[src/sv/vldr_pkg.sv]
`timescale 1ns / 1ps
package vldr_pkg;

    localparam int LANES     = 8;
    localparam int DATA_BITS = 32;
    localparam int WARP_BITS = 3;
    localparam int LANE_BITS = 3;
    localparam int KIND_BITS = 2;

    localparam logic [KIND_BITS-1:0] KIND_DIVU = 2'd0;
    localparam logic [KIND_BITS-1:0] KIND_REMU = 2'd1;

    typedef struct packed {
        logic [WARP_BITS-1:0] warp_number;
        logic [LANE_BITS-1:0] lane_index;
        logic                 final_lane;
        logic                 lane_active;
        logic                 vector_form;
        logic [KIND_BITS-1:0] kind;
        logic                 swap_operands;
        logic                 use_broadcast;
        logic                 writes_back;
        logic [DATA_BITS-1:0] first_operand;
        logic [DATA_BITS-1:0] second_operand;
        logic [DATA_BITS-1:0] broadcast_operand;
    } in_beat_t;

    typedef struct packed {
        logic [WARP_BITS-1:0] result_warp;
        logic [LANE_BITS-1:0] result_lane;
        logic                 result_last;
        logic                 lane_written;
        logic [DATA_BITS-1:0] lane_value;
    } out_beat_t;

    typedef struct packed {
        logic [WARP_BITS-1:0] warp;
        logic [LANE_BITS-1:0] lane;
        logic                 last;
        logic                 written;
        logic                 is_rem;
    } lane_tag_t;

    typedef struct packed {
        logic [DATA_BITS-1:0] rem;
        logic [DATA_BITS-1:0] quo;
        logic [DATA_BITS-1:0] div;
        lane_tag_t            tag;
    } div_slot_t;

endpackage

[src/sv/vldr_div_step.sv]
`timescale 1ns / 1ps
module vldr_div_step (
    input  logic                clk,
    input  logic                rst_n,
    input  logic                advance,
    input  logic                in_valid,
    input  vldr_pkg::div_slot_t in_slot,
    output logic                out_valid,
    output vldr_pkg::div_slot_t out_slot
);
    import vldr_pkg::*;

    logic                 valid_reg;
    div_slot_t            slot_reg;
    div_slot_t            slot_next;
    logic [DATA_BITS:0]   partial;
    logic [DATA_BITS:0]   trial;

    // one restoring step: shift in the next dividend bit, try the subtract
    always_comb
    begin
        slot_next = in_slot;
        partial   = {in_slot.rem, in_slot.quo[DATA_BITS-1]};
        trial     = partial - {1'b0, in_slot.div};
        if (!trial[DATA_BITS])
        begin
            slot_next.rem = trial[DATA_BITS-1:0];
            slot_next.quo = {in_slot.quo[DATA_BITS-2:0], 1'b1};
        end
        else
        begin
            slot_next.rem = partial[DATA_BITS-1:0];
            slot_next.quo = {in_slot.quo[DATA_BITS-2:0], 1'b0};
        end
    end

    always_ff @(posedge clk or negedge rst_n)
    begin
        if (!rst_n)
        begin
            valid_reg <= 1'b0;
        end
        else if (advance)
        begin
            valid_reg <= in_valid;
        end
    end

    always_ff @(posedge clk)
    begin
        if (advance)
        begin
            slot_reg <= slot_next;
        end
    end

    assign out_valid = valid_reg;
    assign out_slot  = slot_reg;

endmodule

[config.mk]
export PLATFORM = sky130hd
export DESIGN_NAME = vldr_div_step
export DESIGN_NICKNAME = d
export VERILOG_FILES = /design/src/sv/vldr_pkg.sv /design/src/sv/vldr_div_step.sv
export SDC_FILE = /design/constraint.sdc
export NUM_CORES = 1
export LEC_CHECK = 0
export BUFFER_PORTS_ARGS = -buffer_cell sky130_fd_sc_hd__buf_2
export CAP_MARGIN = 20
export CORE_ASPECT_RATIO = 1.75
export CORE_MARGIN = 2
export CORE_UTILIZATION = 53
export DETAILED_ROUTE_END_ITERATION = 7
export GPL_TIMING_DRIVEN = 0
export PLACE_DENSITY_LB_ADDON = 0.25
export RECOVER_POWER = 50
export SYNTH_ARGS = -nofsm -noshare
export SYNTH_HDL_FRONTEND = slang
export SYNTH_SLANG_ARGS = --single-unit
[constraint.sdc]
create_clock -name clk -period 1.3 [get_ports clk]
set_clock_uncertainty 0.1 [all_clocks]
set_input_delay 0.195 -clock clk [delete_from_list [all_inputs] [get_ports clk]]
set_output_delay 0.195 -clock clk [all_outputs]
set_load 0.1 [all_outputs]
==> impl_metrics.sql <==
INSERT INTO impl_metrics (metric_group, metric, value, unit) VALUES
('synthesis', 'synthSimpleGateAreaFrac', '9.18', '%'),
('synthesis', 'yosys.area_share.adder', '7.45', '%'),
('status', 'run_status', 'complete, but fails checks', ''),
('power', 'power', '13.5', 'mW'),
('setup_path', 'cp_top_family', 'simple AND/OR/NAND/NOR gates', ''),
('detailed_routing', 'met3_wirelength', '3.73', 'mm'),
('synthesis', 'netlist.area_leader.share', '55.9', '%'),
('synthesis', 'synth_top_cells_by_count', 'sky130_fd_sc_hd__edfxtp_1 (105), sky130_fd_sc_hd__nand2_1 (44), sky130_fd_sc_hd__inv_1 (41), sky130_fd_sc_hd__a21oi_1 (34), sky130_fd_sc_hd__ha_1 (32)', ''),
('setup_path', 'worstSetupPathType', 'input pin to register', ''),
('placement', 'hpwlAfterDp', '12.4', 'mm'),
('finish', 'finish.utilization', '89.2', '%'),
('die', 'rows', '49', ''),
('power', 'power_leakage', '4.02', 'nW'),
('sta', 'timing.final.crit_period', '3.26', 'ns'),
('sta', 'finalSetupViolations', '137', ''),
('clock_network', 'cts_max_level', '3', ''),
('power', 'worst_ir_drop_vdd', '1.27', 'mV'),
('sta', 'max_slew.worst_pin.slew', '1.12', 'ns'),
('power', 'cellPowerDensity', '1470', 'nW/um^2'),
('detailed_routing', 'finalWirelength', '27.8', 'mm'),
('synthesis', 'synth_area', '5640', 'sq um'),
('clock_network', 'clock-sinks', '106', ''),
('sta', 'hold_violations', '0', ''),
('sta', 'max-slew-margin-rel', '24.9', '%'),
('setup_path', 'cp_slowest_stage_delay', '0.96', 'ns'),
('flow_run', 'cap_violations', '0', ''),
('die', 'chipWidth', '82', 'microns'),
('clock_network', 'cts_buffers', '9', ''),
('setup_path', 'cp_data_required_time', '1.32', 'ns'),
('setup_path', 'cp_num_buf_inv', '3', ''),
('power', 'switching_share', '44.9', '%'),
('placement', 'globalplace.congestion', '0.850', ''),
('die', 'io-pin-count', '215', ''),
('setup_path', 'setup.worst_path.start_class', 'input pin', ''),
('grt', 'grt.total_usage', '38.7', '%'),
('setup_path', 'startpoint', 'in_slot[36]', ''),
('grt', 'wire_length_of_the_first_global_routing_pass', '32.6', 'mm'),
('detailed_routing', 'dr.first_iter.drc_count', '1115', ''),
('synthesis', 'number_of_flops_mapped_to_enable_cells_by_yosys', '105', ''),
('synthesis', 'synth_xor_area_share', '3.73', '%'),
('power', 'internal_power', '7.44', 'mW'),
('synthesis', 'flops_latches_synth', '106', ''),
('sta', 'setup_ws', '-1.96', 'ns'),
('detailed_routing', 'route.top_layer_used', 'met4', ''),
('clock_network', 'ctsLongestPathBuffers', '2', ''),
('finish', 'layout.filler_cells', '390', ''),
('finish', 'final_layout_size_suffix_gt1_share', '41.8', '%'),
('sta', 'fin_tns_setup', '-72.18', 'ns'),
('sta', 'finalMaxSlewViolations', '0', ''),
('hold_path', 'min_path_type', 'input pin to register', ''),
('clock_network', 'clock_tree.root_cell', 'sky130_fd_sc_hd__clkbuf_16', ''),
('detailed_routing', 'antenna_violating_nets_post_route', '0', ''),
('detailed_routing', 'detailedRoute.firstPassIterationCount', '7', ''),
('synthesis', 'synth.distinct_cells', '51', ''),
('synthesis', 'ys_top_cells_by_area', 'sky130_fd_sc_hd__edfxtp_1 (56%), sky130_fd_sc_hd__ha_1 (7.1%), sky130_fd_sc_hd__mux2_4 (4.8%)', ''),
('synthesis', 'yosys.area.top_type', 'sky130_fd_sc_hd__edfxtp_1', ''),
('synthesis', 'sequential_area_share_after_synthesis', '56.3', '%'),
('synthesis', 'yosysWarningCount', '0', ''),
('status', 'violations', 'setup timing', ''),
('setup_path', 'crit_chain', 'buf_2 -> inv_1 -> ha_1 -> clkbuf_1 -> nand3_1 -> nor4_1 -> a21oi_1 -> o211ai_1 -> a21oi_1 -> o31ai_1 -> xor2_1 -> mux2_4', ''),
('power', 'power_frac_clock', '21.2', '%'),
('synthesis', 'ys_async_sr_fraction', '0.943', '%'),
('setup_path', 'critPathMostFrequentCell', 'sky130_fd_sc_hd__a21oi_1', ''),
('synthesis', 'synth_most_common_cell', 'sky130_fd_sc_hd__edfxtp_1', ''),
('placement', 'post_dp_cell_area', '7020', 'sq um'),
('detailed_routing', 'routed-wl-met2', '13.1', 'mm'),
('hold_path', 'worstHoldStart', 'in_slot[101]', ''),
('grt', 'overflow', '0', ''),
('detailed_routing', 'wirelength_met1', '8.12', 'mm'),
('die', 'fp.dieArea', '11500', 'sq um'),
('setup_path', 'rr_startpoint', 'out_valid$_DFFE_PN0P_', '');
## flip-flops by register name, summed over array words and instances, names as in the netlist
name / flops
out_slot: 105
out_valid: 1
## cell type report
| class | instances | share of cell area, % |
|---|---|---|
| diodes | 3 | 0.0817 |
| well taps | 127 | 1.73 |
| clock buffers | 10 | 2.49 |
| plain buffers | 7 | 0.763 |
| multi-input cells | 304 | 28.5 |
| clock inverters | 6 | 0.613 |
| inverters | 42 | 1.82 |
| repair buffers | 321 | 29.3 |
| flip-flops and latches | 106 | 34.6 |
## worst min-delay path, cell delays in order
cell and delay, ns:
sky130_fd_sc_hd__buf_2 0.09, sky130_fd_sc_hd__nand2_1 0.05, sky130_fd_sc_hd__nand2_1 0.06
## layout by cell type (no fill, tap or decap), types with 7 or more instances in the layout
cell,instances
sky130_fd_sc_hd__ha_4,8
sky130_fd_sc_hd__buf_4,64
sky130_fd_sc_hd__buf_6,70
sky130_fd_sc_hd__inv_1,35
sky130_fd_sc_hd__o21ai_1,9
sky130_fd_sc_hd__a21oi_2,7
sky130_fd_sc_hd__clkbuf_1,18
sky130_fd_sc_hd__mux2_4,18
sky130_fd_sc_hd__buf_2,90
sky130_fd_sc_hd__clkbuf_16,12
sky130_fd_sc_hd__a21oi_1,25
sky130_fd_sc_hd__nand3_1,9
sky130_fd_sc_hd__o211ai_1,8
sky130_fd_sc_hd__edfxtp_1,105
sky130_fd_sc_hd__xor2_1,10
sky130_fd_sc_hd__o21ai_0,13
sky130_fd_sc_hd__xnor2_1,14
sky130_fd_sc_hd__dlygate4sd3_1,74
sky130_fd_sc_hd__ha_1,19
sky130_fd_sc_hd__nand4_1,7
sky130_fd_sc_hd__a21o_1,15
sky130_fd_sc_hd__nand2_1,32
sky130_fd_sc_hd__nor2_1,16
## cells by family after synthesis
family	Yosys count
flip-flops	106
AO/OA/AOI/OAI	120
multiplexers	19
adder cells (fa/ha/maj)	33
XOR/XNOR	24
AND/OR/NAND/NOR	108
buffers and inverters	57
## routing by layer
metal,vias up,global-route usage [%]
li1,2387,-
met1,2878,39.9
met2,742,65.9
met3,235,9.41
met4,0,27.5
met5,-,0
## final timing paths
kind,to,slack [ns],cells past startpoint
setup reg to reg,out_valid$_DFFE_PN0P_,0.39,1
hold reg to reg,out_valid$_DFFE_PN0P_,0.47,1
max in group asynchronous,out_valid$_DFFE_PN0P_,0.91,2
min in group asynchronous,out_valid$_DFFE_PN0P_,0.08,2
hold / removal,out_slot[102]$_DFFE_PP_,0.05,3
setup / recovery,out_slot[104]$_DFFE_PP_,-1.96,12
## power groups by stage
| stage | combinational, mW | clock (mW) | sequential, mW |
|---|---|---|---|
| 4_1_cts | 5.39 | 2.71 | 4.30 |
| 3_5_place_dp | 4.73 | 0 | 4.35 |
| 6_report | 6.24 | 2.86 | 4.42 |
| 3_3_place_gp | 4.66 | 0 | 4.35 |
| 2_1_floorplan | 1.23 | 0 | 6.93 |
| 5_1_grt | 6.34 | 2.92 | 4.44 |
## per-stage QoR
step,hold WS [ns],cells
6_report,0.0465,926
5_1_grt,0.0446,926
4_1_cts,0.0303,913
3_5_place_dp,-0.125,809
3_3_place_gp,-0.129,808
2_1_floorplan,-0.201,467
## timing repair
item | CTS | global route
setup buffers | 17 | 12
gates cloned | 1 | 3
pin swaps | 20 | 34
endpoints found under the setup margin | 139 | 90
hold buffers | 74 | 0
resized for setup | 152 | 128
hold endpoints to repair | 74 | 0
Power figures use the tool's default switching activity.
